$ cat config.mk
export PLATFORM = sky130hd
export DESIGN_NAME = message_deframer_validator
export DESIGN_NICKNAME = d
export VERILOG_FILES = /design/src/rtl/mdv_pkg.sv /design/src/rtl/mdv_core.sv /design/src/rtl/mdv_out_fifo.sv /design/src/rtl/message_deframer_validator.sv
export SDC_FILE = /design/constraint.sdc
export NUM_CORES = 1
export LEC_CHECK = 0
export BUFFER_PORTS_ARGS = -buffer_cell sky130_fd_sc_hd__buf_2
export CAP_MARGIN = 10
export CORE_ASPECT_RATIO = 0.5
export CORE_MARGIN = 8
export CORE_UTILIZATION = 25
export CTS_BUF_LIST = sky130_fd_sc_hd__clkbuf_8 sky130_fd_sc_hd__clkbuf_16
export DETAILED_ROUTE_END_ITERATION = 8
export PLACE_DENSITY = 0.5
export REMOVE_ABC_BUFFERS = 1
export SLEW_MARGIN = 15
export SYNTH_ARGS = -nofsm -noshare
export SYNTH_HDL_FRONTEND = slang
export SYNTH_HIERARCHICAL = 1
export SYNTH_SLANG_ARGS = --single-unit
$ cat constraint.sdc
create_clock -name clock -period 11.8 [get_ports clock]
set_clock_uncertainty 0.15 [all_clocks]
set_input_delay 1.77 -clock clock [delete_from_list [all_inputs] [get_ports clock]]
set_output_delay 1.77 -clock clock [all_outputs]
set_load 0.05 [all_outputs]
$ cat src/rtl/mdv_pkg.sv
// Shared types, constants and verdict logic for the message deframer/validator.
`timescale 1ns / 1ps
`default_nettype none
package mdv_pkg;

   localparam int FifoDepth = 4;
   localparam int FifoAw    = $clog2(FifoDepth);
   localparam int TdataW    = 72;

   localparam logic [2:0] RegBigEndian  = 3'd0;
   localparam logic [2:0] RegIntroType  = 3'd1;
   localparam logic [2:0] RegOutroType  = 3'd2;
   localparam logic [2:0] RegNodeType   = 3'd3;
   localparam logic [2:0] RegSubType    = 3'd4;
   localparam logic [2:0] RegPubType    = 3'd5;
   localparam logic [2:0] RegRelayType  = 3'd6;

   localparam logic [7:0] DirBit   = 8'h80;
   localparam logic [7:0] FailBit  = 8'h40;

   localparam logic [15:0] IntroFixed = 16'd6;
   localparam logic [15:0] RelayFixed = 16'd11;
   localparam logic [15:0] NodeMin    = 16'd8;
   localparam logic [15:0] SubMin     = 16'd5;
   localparam logic [15:0] PubMin     = 16'd9;

   // header phase: descriptor, id, two length bytes, then payload
   localparam logic [2:0] HdrDesc    = 3'd0;
   localparam logic [2:0] HdrId      = 3'd1;
   localparam logic [2:0] HdrLenA    = 3'd2;
   localparam logic [2:0] HdrLenB    = 3'd3;
   localparam logic [2:0] HdrPayload = 3'd4;

   localparam logic KindPayload = 1'b0;
   localparam logic KindVerdict = 1'b1;

   typedef logic [1:0] verdict_type;
   localparam verdict_type VerdictOk       = 2'd0;
   localparam verdict_type VerdictRejected = 2'd1;
   localparam verdict_type VerdictShort    = 2'd2;
   localparam verdict_type VerdictUnknown  = 2'd3;

   typedef struct packed {
      logic       big_endian_lengths;
      logic [5:0] intro_type_code;
      logic [5:0] outro_type_code;
      logic [5:0] node_state_type_code;
      logic [5:0] subscription_type_code;
      logic [5:0] publish_type_code;
      logic [5:0] relay_type_code;
   } csr_type;

   typedef struct packed {
      logic        kind;
      logic [7:0]  payload_byte;
      logic [15:0] byte_offset;
      logic [5:0]  msg_type;
      logic [7:0]  msg_id;
      logic        is_response;
      logic        sender_failure;
      logic [15:0] payload_length;
      verdict_type verdict;
      logic [7:0]  response_desc;
      logic        last;
   } result_type;

   typedef struct packed {
      logic push_a;
      logic push_b;
   } push_type;

   typedef struct packed {
      verdict_type verdict;
      logic [7:0]  resp;
   } judge_type;

   function automatic judge_type judge(input logic [5:0] msg_type,
                                       input logic [15:0] len,
                                       input logic [15:0] inner,
                                       input csr_type csr);
      judge_type   j;
      logic [7:0]  ok;
      logic [7:0]  bad;
      logic [16:0] intro_need;
      logic [16:0] relay_need;
      ok         = DirBit | {2'b00, msg_type};
      bad        = DirBit | FailBit | {2'b00, msg_type};
      intro_need = {1'b0, inner} + {1'b0, IntroFixed};
      relay_need = {1'b0, inner} + {1'b0, RelayFixed};
      j.verdict  = VerdictUnknown;
      j.resp     = 8'h00;
      if (msg_type == csr.intro_type_code) begin
         if (len < IntroFixed) begin
            j.verdict = VerdictShort;
         end else begin
            // no acceptor attached: even the ok reply carries the failure bit
            j.resp    = bad;
            j.verdict = (intro_need > {1'b0, len}) ? VerdictRejected : VerdictOk;
         end
      end else if (msg_type == csr.outro_type_code) begin
         j.verdict = VerdictOk;
         j.resp    = ok;
      end else if (msg_type == csr.node_state_type_code) begin
         if (len < NodeMin) begin
            j.verdict = VerdictRejected;
            j.resp    = bad;
         end else begin
            j.verdict = VerdictOk;
            j.resp    = ok;
         end
      end else if (msg_type == csr.subscription_type_code) begin
         if (len < SubMin) begin
            j.verdict = VerdictShort;
         end else begin
            j.verdict = VerdictOk;
            j.resp    = ok;
         end
      end else if (msg_type == csr.publish_type_code) begin
         if (len < PubMin) begin
            j.verdict = VerdictShort;
         end else begin
            j.verdict = VerdictOk;
            j.resp    = ok;
         end
      end else if (msg_type == csr.relay_type_code) begin
         if (len < RelayFixed) begin
            j.verdict = VerdictShort;
         end else if (relay_need > {1'b0, len}) begin
            j.verdict = VerdictRejected;
            j.resp    = bad;
         end else begin
            j.verdict = VerdictOk;
            j.resp    = ok;
         end
      end
      return j;
   endfunction

endpackage
`default_nettype wire

$ cat src/rtl/mdv_core.sv
// Input register, header/payload tracking and verdict generation.
`timescale 1ns / 1ps
`default_nettype none
module mdv_core (
   input  wire                    clock,
   input  wire                    reset,
   input  wire  [7:0]             data_byte,
   input  wire                    data_valid,
   output logic                   data_ready,
   input  mdv_pkg::csr_type       csr,
   input  wire                    room_two,
   output mdv_pkg::push_type      push,
   output mdv_pkg::result_type    res_a,
   output mdv_pkg::result_type    res_b
);
   import mdv_pkg::*;

   logic        in_valid_ff;
   logic [7:0]  in_byte_ff;
   logic [2:0]  hdr_cnt_ff, hdr_cnt_in;
   logic [7:0]  desc_ff, desc_in;
   logic [7:0]  id_ff, id_in;
   logic [15:0] len_ff, len_in;
   logic [15:0] pay_cnt_ff, pay_cnt_in;
   logic [15:0] inner_ff, inner_in;
   logic        adv;
   logic [5:0]  cur_type;
   logic [15:0] pay_next;
   logic [15:0] byte_hi, byte_lo;
   judge_type   jv;
   result_type  verdict_res;
   result_type  payload_res;
   logic        fin_hdr, fin_pay;

   assign adv        = in_valid_ff && room_two;
   assign data_ready = !in_valid_ff || adv;
   assign cur_type   = desc_ff[5:0];
   assign byte_hi    = csr.big_endian_lengths ? {in_byte_ff, 8'h00} : {8'h00, in_byte_ff};
   assign byte_lo    = csr.big_endian_lengths ? {8'h00, in_byte_ff} : {in_byte_ff, 8'h00};
   assign pay_next   = pay_cnt_ff + 16'd1;

   always_comb begin
      hdr_cnt_in = hdr_cnt_ff;
      desc_in    = desc_ff;
      id_in      = id_ff;
      len_in     = len_ff;
      pay_cnt_in = pay_cnt_ff;
      inner_in   = inner_ff;
      fin_hdr    = 1'b0;
      fin_pay    = 1'b0;
      case (hdr_cnt_ff)
         HdrId: begin
            id_in      = in_byte_ff;
            hdr_cnt_in = HdrLenB - 3'd1;
         end
         HdrLenA: begin
            len_in     = byte_hi;
            hdr_cnt_in = HdrLenB;
         end
         HdrLenB: begin
            len_in     = len_ff | byte_lo;
            inner_in   = 16'h0000;
            pay_cnt_in = 16'h0000;
            if (len_in == 16'h0000) begin
               fin_hdr    = 1'b1;
               hdr_cnt_in = HdrDesc;
            end else begin
               hdr_cnt_in = HdrPayload;
            end
         end
         HdrPayload: begin
            // embedded sub-length: intro at payload 4-5, relay at 9-10
            if (cur_type == csr.intro_type_code) begin
               if (pay_cnt_ff == 16'd4)      inner_in = byte_hi;
               else if (pay_cnt_ff == 16'd5) inner_in = inner_ff | byte_lo;
            end else if (cur_type == csr.relay_type_code) begin
               if (pay_cnt_ff == 16'd9)       inner_in = byte_hi;
               else if (pay_cnt_ff == 16'd10) inner_in = inner_ff | byte_lo;
            end
            pay_cnt_in = pay_next;
            if (pay_next >= len_ff) begin
               fin_pay    = 1'b1;
               hdr_cnt_in = HdrDesc;
               pay_cnt_in = 16'h0000;
            end
         end
         default: begin
            desc_in    = in_byte_ff;
            hdr_cnt_in = HdrId;
         end
      endcase
   end

   assign jv = judge(cur_type, len_in, inner_in, csr);

   always_comb begin
      payload_res                = '0;
      payload_res.kind           = KindPayload;
      payload_res.payload_byte   = in_byte_ff;
      payload_res.byte_offset    = pay_cnt_ff;
      payload_res.msg_type       = cur_type;
      payload_res.msg_id         = id_ff;
      payload_res.is_response    = desc_ff[7];
      payload_res.sender_failure = desc_ff[6];
      payload_res.payload_length = len_ff;

      verdict_res                = '0;
      verdict_res.kind           = KindVerdict;
      verdict_res.msg_type       = cur_type;
      verdict_res.msg_id         = id_ff;
      verdict_res.is_response    = desc_ff[7];
      verdict_res.sender_failure = desc_ff[6];
      verdict_res.payload_length = len_in;
      verdict_res.verdict        = jv.verdict;
      verdict_res.response_desc  = jv.resp;
      verdict_res.last           = 1'b1;
   end

   always_comb begin
      push.push_a = adv && (fin_hdr || (hdr_cnt_ff == HdrPayload));
      push.push_b = adv && fin_pay;
      res_a       = fin_hdr ? verdict_res : payload_res;
      res_b       = verdict_res;
   end

   always_ff @(posedge clock) begin
      if (reset) begin
         in_valid_ff <= 1'b0;
         hdr_cnt_ff  <= HdrDesc;
         desc_ff     <= 8'h00;
         id_ff       <= 8'h00;
         len_ff      <= 16'h0000;
         pay_cnt_ff  <= 16'h0000;
         inner_ff    <= 16'h0000;
      end else begin
         if (data_ready) begin
            in_valid_ff <= data_valid;
         end
         if (adv) begin
            hdr_cnt_ff <= hdr_cnt_in;
            desc_ff    <= desc_in;
            id_ff      <= id_in;
            len_ff     <= len_in;
            pay_cnt_ff <= pay_cnt_in;
            inner_ff   <= inner_in;
         end
      end
   end

   always_ff @(posedge clock) begin
      if (data_ready && data_valid) begin
         in_byte_ff <= data_byte;
      end
   end

   a_hdr_range: assert property (@(posedge clock) disable iff (reset)
      hdr_cnt_ff <= HdrPayload)
      else $error("header phase out of range");

   a_second_is_verdict: assert property (@(posedge clock) disable iff (reset)
      push.push_b |-> (push.push_a && res_b.kind == KindVerdict && res_a.kind == KindPayload))
      else $error("second result of a word must be a verdict after a payload byte");

   a_no_push_stalled: assert property (@(posedge clock) disable iff (reset)
      (push.push_a || push.push_b) |-> (room_two && in_valid_ff))
      else $error("push without room or without a held word");

endmodule
`default_nettype wire

$ cat src/rtl/mdv_out_fifo.sv
// Small result queue taking up to two results per cycle and giving one while out_ready is high.
`timescale 1ns / 1ps
`default_nettype none
module mdv_out_fifo (
   input  wire                    clock,
   input  wire                    reset,
   input  mdv_pkg::push_type      push,
   input  mdv_pkg::result_type    res_a,
   input  mdv_pkg::result_type    res_b,
   output logic                   room_two,
   output logic                   out_valid,
   input  wire                    out_ready,
   output mdv_pkg::result_type    out_res
);
   import mdv_pkg::*;

   result_type        mem_ff [FifoDepth];
   logic [FifoAw-1:0] wr_ff, wr_in;
   logic [FifoAw-1:0] rd_ff, rd_in;
   logic [FifoAw:0]   cnt_ff, cnt_in;
   logic              pop;
   logic [FifoAw-1:0] wr_next;

   assign pop       = out_valid && out_ready;
   assign out_valid = (cnt_ff != '0);
   assign out_res   = mem_ff[rd_ff];
   assign room_two  = (cnt_ff <= (FifoAw+1)'(FifoDepth - 2));
   assign wr_next   = wr_ff + FifoAw'(1);

   always_comb begin
      wr_in  = wr_ff + FifoAw'(push.push_a) + FifoAw'(push.push_b);
      rd_in  = rd_ff + FifoAw'(pop);
      cnt_in = cnt_ff + (FifoAw+1)'(push.push_a) + (FifoAw+1)'(push.push_b)
               - (FifoAw+1)'(pop);
   end

   always_ff @(posedge clock) begin
      if (reset) begin
         wr_ff  <= '0;
         rd_ff  <= '0;
         cnt_ff <= '0;
      end else begin
         wr_ff  <= wr_in;
         rd_ff  <= rd_in;
         cnt_ff <= cnt_in;
      end
   end

   always_ff @(posedge clock) begin
      if (push.push_a) begin
         mem_ff[wr_ff] <= res_a;
      end
      if (push.push_b) begin
         mem_ff[wr_next] <= res_b;
      end
   end

   a_cnt_bound: assert property (@(posedge clock) disable iff (reset)
      cnt_ff <= (FifoAw+1)'(FifoDepth))
      else $error("result queue overflow");

   a_pop_drains: assert property (@(posedge clock) disable iff (reset)
      (pop && !push.push_a && !push.push_b) |=> (cnt_ff == $past(cnt_ff) - 1'b1))
      else $error("pop without push did not drain one entry");

   a_ptr_gap: assert property (@(posedge clock) disable iff (reset)
      (wr_ff - rd_ff) == cnt_ff[FifoAw-1:0])
      else $error("queue pointers disagree with fill count");

endmodule
`default_nettype wire

$ cat src/rtl/message_deframer_validator.sv
// Top level of the message deframer/validator: ports, control registers, queue.
//
// Takes a byte stream of messages on req_ (one byte per word in req_tdata).
// Each message is a 4-byte header (descriptor, id, 16-bit length) and its
// payload. Every payload byte leaves on rsp_ with rsp_tuser = 0; after the
// last payload byte (or right after the header when the length is zero) one
// verdict word with rsp_tuser = 1 and rsp_tlast = 1 closes the message.
// A byte accepted on req_ is registered in the input register, judged
// there and written into the result queue, whose head drives rsp_.
// Throughput: one byte per cycle while the output is not stalled; the input
// register feeds a four-entry result queue and advances only while the queue
// has two free entries, so each message's verdict word adds an output word.
// csr_ writes are always taken (csr_ready high); register index in
// csr_index, value in the low bits of csr_data. Write them while idle.
// Reset clears the header tracking and the queue and loads the default
// type codes with big-endian lengths. When the receiver holds rsp_tready
// low the queue fills and req_tready drops; nothing is lost.
`timescale 1ns / 1ps
`default_nettype none
module message_deframer_validator (
   input  wire          clock,
   input  wire          reset,
   input  wire          req_tvalid,
   output logic         req_tready,
   input  wire  [7:0]   req_tdata,    // [7:0] data_byte
   output logic         rsp_tvalid,
   input  wire          rsp_tready,
   output logic [mdv_pkg::TdataW-1:0] rsp_tdata,
   // [7:0] payload_byte, [23:8] byte_offset, [29:24] msg_type, [37:30] msg_id,
   // [38] is_response, [39] sender_failure, [55:40] payload_length,
   // [57:56] verdict, [65:58] response_desc, [71:66] zero
   output logic         rsp_tuser,    // [0] kind
   output logic         rsp_tlast,
   input  wire          csr_valid,
   output logic         csr_ready,
   input  wire  [2:0]   csr_index,
   input  wire  [5:0]   csr_data
);
   import mdv_pkg::*;

   csr_type    csr_ff;
   push_type   push;
   result_type res_a;
   result_type res_b;
   result_type head;
   logic       room_two;

   assign csr_ready = 1'b1;

   always_ff @(posedge clock) begin
      if (reset) begin
         csr_ff.big_endian_lengths     <= 1'b1;
         csr_ff.intro_type_code        <= 6'd0;
         csr_ff.outro_type_code        <= 6'd1;
         csr_ff.node_state_type_code   <= 6'd2;
         csr_ff.subscription_type_code <= 6'd3;
         csr_ff.publish_type_code      <= 6'd4;
         csr_ff.relay_type_code        <= 6'd5;
      end else if (csr_valid) begin
         case (csr_index)
            RegBigEndian: csr_ff.big_endian_lengths     <= csr_data[0];
            RegIntroType: csr_ff.intro_type_code        <= csr_data;
            RegOutroType: csr_ff.outro_type_code        <= csr_data;
            RegNodeType:  csr_ff.node_state_type_code   <= csr_data;
            RegSubType:   csr_ff.subscription_type_code <= csr_data;
            RegPubType:   csr_ff.publish_type_code      <= csr_data;
            RegRelayType: csr_ff.relay_type_code        <= csr_data;
            default: ;
         endcase
      end
   end

   mdv_core u_core (
      .clock      (clock),
      .reset      (reset),
      .data_byte  (req_tdata),
      .data_valid (req_tvalid),
      .data_ready (req_tready),
      .csr        (csr_ff),
      .room_two   (room_two),
      .push       (push),
      .res_a      (res_a),
      .res_b      (res_b)
   );

   mdv_out_fifo u_fifo (
      .clock     (clock),
      .reset     (reset),
      .push      (push),
      .res_a     (res_a),
      .res_b     (res_b),
      .room_two  (room_two),
      .out_valid (rsp_tvalid),
      .out_ready (rsp_tready),
      .out_res   (head)
   );

   assign rsp_tdata = {6'b000000, head.response_desc, head.verdict, head.payload_length,
                       head.sender_failure, head.is_response, head.msg_id,
                       head.msg_type, head.byte_offset, head.payload_byte};
   assign rsp_tuser = head.kind;
   assign rsp_tlast = head.last;

endmodule
`default_nettype wire
==> metrics <==
Synth Instances 1862; status completed; number of antenna diodes 0; Worst Setup Path Type flop to flop; WL final 63600 µm; Hold Crit Class flop to flop; post-synthesis cell type count 92; RSZ-0062 raised after global routing no; cts bufs inserted 44; Worst Setup SP u_core/desc_ff[4]$_SDFFE_PP0P_; drt wl/cell 20.5 µm; RR Startpoint u_core/desc_ff[4]$_SDFFE_PP0P_; IO buf count 91; die height 229 µm; Syn Area/Cell 12.2 µm²; slew of the pin with the lowest slew margin 1.12 ns; DR vias 14800; largest net degree at the start of global routing 62; DRC viols 0; CTS sink count 392; Clk Tree Root Cell clkbuf_16; critical path endpoint category flop; Final Hold Slack 0.327 ns; ranking of synthesized cells by area edfxtp_1 (37%), mux2_2 (13%), dfxtp_1 (9.9%), mux4_2 (6.7%), ha_1 (3.2%); Tmin final 6.81 ns; core outline area 0.0904 mm²; initial antenna violation count 0; drt first pass iters 6; Synth Register Bits 392; type of origin of the critical path flop; period utilization 0.577; P&R area growth vs syn 12.4%; MaxCap Viol Count 0; clock latency on the worst-skew pair 0.59 ns; top cell type's share of synthesized area 0.370; CP cell instances xor2_1 -> nor4_1 -> nand2_1 -> buf_4 -> or4_1 -> o41ai_1 -> a32oi_1 -> ha_1 -> inv_1 -> o2bb2a_4 -> nor3_4 -> nand3_1 -> xnor2_1 -> ha_1 -> nand4_1 -> nor4_1 -> nor3b_1 -> o31ai_1 -> nand2_1 -> a221oi_2 -> a21oi_1 -> mux2_2; FILL cells 9318; CP max stage delay 0.81 ns; flop2flop setup slack 4.99 ns; CTS tree done; Die W 443 µm; utilization after layout 0.283; post-CTS setup buffer count 0; first-pass GRT wire length 97500 µm; Worst slew margin 0.255; Ys Warns 6; PD cells 165 mW/mm²; Std-Cell Rows 78; H-tree depth 2; Worst Path Max Fanout 28; top cells by count, synth edfxtp_1 (280), mux2_2 (271), dfxtp_1 (112); Hold Buf Count CTS 0; Seq/Total Area, Yosys 0.468; IO Count 99; Crit Reg-Reg Endpoint u_fifo/mem_ff[2][9]$_DFFE_PP_; critical path required time 11.96 ns; EDFF count, synth 280; GP Congestion 0.887; via density per instance 4.78; Die ar. 0.101 mm²; Initial DRC Count 1049; Yosys top cell by area edfxtp_1; static leakage 0.00935 µW; Bufs on Longest Clock Path 3; share of cells above drive strength 1 0.301; Slew Viols, Final 0; Antenna Nets Post-Route 0; Peak VDD IR 0.0824 mV; Clock Pin Slew Worst Setup and Hold Paths 0.06 ns; grt total ovfl 0; setup violators final 0; multi-input logic area 0.0110 mm²; Setup crit end u_fifo/mem_ff[2][9]$_DFFE_PP_; Async SR Flop Fraction 0; estimated wirelength of the detail-placed design 41200 µm; most common cell in the synthesized netlist edfxtp_1; initial core utilization 0.252; Hold Fails Final Rpt 0; Crit path arrival time 6.97 ns; vias in the first global route 15200; Design Power 4210 µW; fmax 0.147 GHz; flip-flop and latch area 0.0107 mm²; Reg2Reg Depth 22; Layout Nets 1952; Global Route Usage Sum 0.121; setup_tns 0 ns; Primary FF master, synth edfxtp_1; synthesized area 0.0227 mm²; slowest CP cell nor4_1; CTS resizes 0
[cell families after synthesis]
family / count (synthesis) / synth area share
simple gates: 427 / 0.105
mux: 398 / 0.228
flops: 392 / 0.468
compound gates: 249 / 0.0774
buf+inv: 248 / 0.0542
xor+xnor: 81 / 0.0312
fa+ha+maj: 63 / 0.0355
other cells: 4 / 0.000660
[report_power, final]
group	switching, µW	internal (µW)
Clock	580	803
Sequential	121	1510
Combinational	769	418
[metrics by stage]
step	worst slack [ns]	instance area [µm²]	instances
after global placement	5.21	24100	3022
after CTS	5.04	25600	3104
after detailed placement	5.08	24100	3022
after floorplan	2.05	21800	1702
after global routing	4.64	25600	3104
final	4.99	25600	3104
[sequential cells by signal, indices dropped and copies added, names as in the netlist]
register and count:
u_core/pay_cnt_ff 16, u_core/inner_ff 16, u_core/in_valid_ff 1, u_core/id_ff 8, u_core/len_ff 16, csr_ff 37
u_core/desc_ff 8, u_fifo/mem_ff 272, u_core/in_byte_ff 8, u_fifo/wr_ff 2, u_fifo/cnt_ff 3, u_core/hdr_cnt_ff 3
u_fifo/rd_ff 2
[area by class of cell]
cell class,count,area share
tap,1200,0.0587
multi-input combinational,1251,0.432
sequential,392,0.417
timing repair buffer,120,0.0264
clock buffer,54,0.0493
clock inverter,28,0.00827
inverter,59,0.00866
[critical path, delay by kind of cell (launching register included)]
family | cells | cell delay (ns)
AO/OA/AOI/OAI | 6 | 1.35
XOR/XNOR | 2 | 0.32
adder cells (fa/ha/maj) | 2 | 0.64
buffers and inverters | 2 | 0.35
flip-flops | 1 | 0.79
multiplexers | 1 | 0.29
AND/OR/NAND/NOR | 9 | 2.65
[cells in the final DEF, fill, tap and decap left out, types with 55 or more instances in the layout]
master | synthesis | final
dfxtp_1 | 112 | 110
nor2_1 | 108 | 106
edfxtp_1 | 280 | 280
ha_1 | 59 | 59
buf_2 | 46 | 90
mux2i_1 | 55 | 55
nand2_1 | 74 | 74
mux2_2 | 271 | 271
mux4_2 | 68 | 68
inv_1 | 59 | 70
[worst min-delay path by stage]
stage	from	to	slack [ns]	cells past startpoint
after floorplan	u_core/inner_ff[0]$_SDFFE_PP0P_	u_core/inner_ff[0]$_SDFFE_PP0P_	0.29	2
after detailed placement	u_core/inner_ff[15]$_SDFFE_PP0P_	u_core/inner_ff[15]$_SDFFE_PP0P_	0.33	2
final	u_core/inner_ff[15]$_SDFFE_PP0P_	u_core/inner_ff[15]$_SDFFE_PP0P_	0.33	2
after CTS	u_core/inner_ff[15]$_SDFFE_PP0P_	u_core/inner_ff[15]$_SDFFE_PP0P_	0.33	2
after global placement	u_core/inner_ff[15]$_SDFFE_PP0P_	u_core/inner_ff[15]$_SDFFE_PP0P_	0.32	2
after global routing	u_core/inner_ff[15]$_SDFFE_PP0P_	u_core/inner_ff[15]$_SDFFE_PP0P_	0.35	2
[layer usage]
| metal | vias up | track usage | wire length, µm |
|---|---|---|---|
| li1 | 6937 | - | - |
| met1 | 7500 | 0.160 | 28400 |
| met2 | 325 | 0.215 | 31800 |
| met3 | 72 | 0.0122 | 2420 |
| met4 | 0 | 0.0258 | 979 |
| met5 | - | 0 | 0 |
Power figures use the tool's default switching activity.
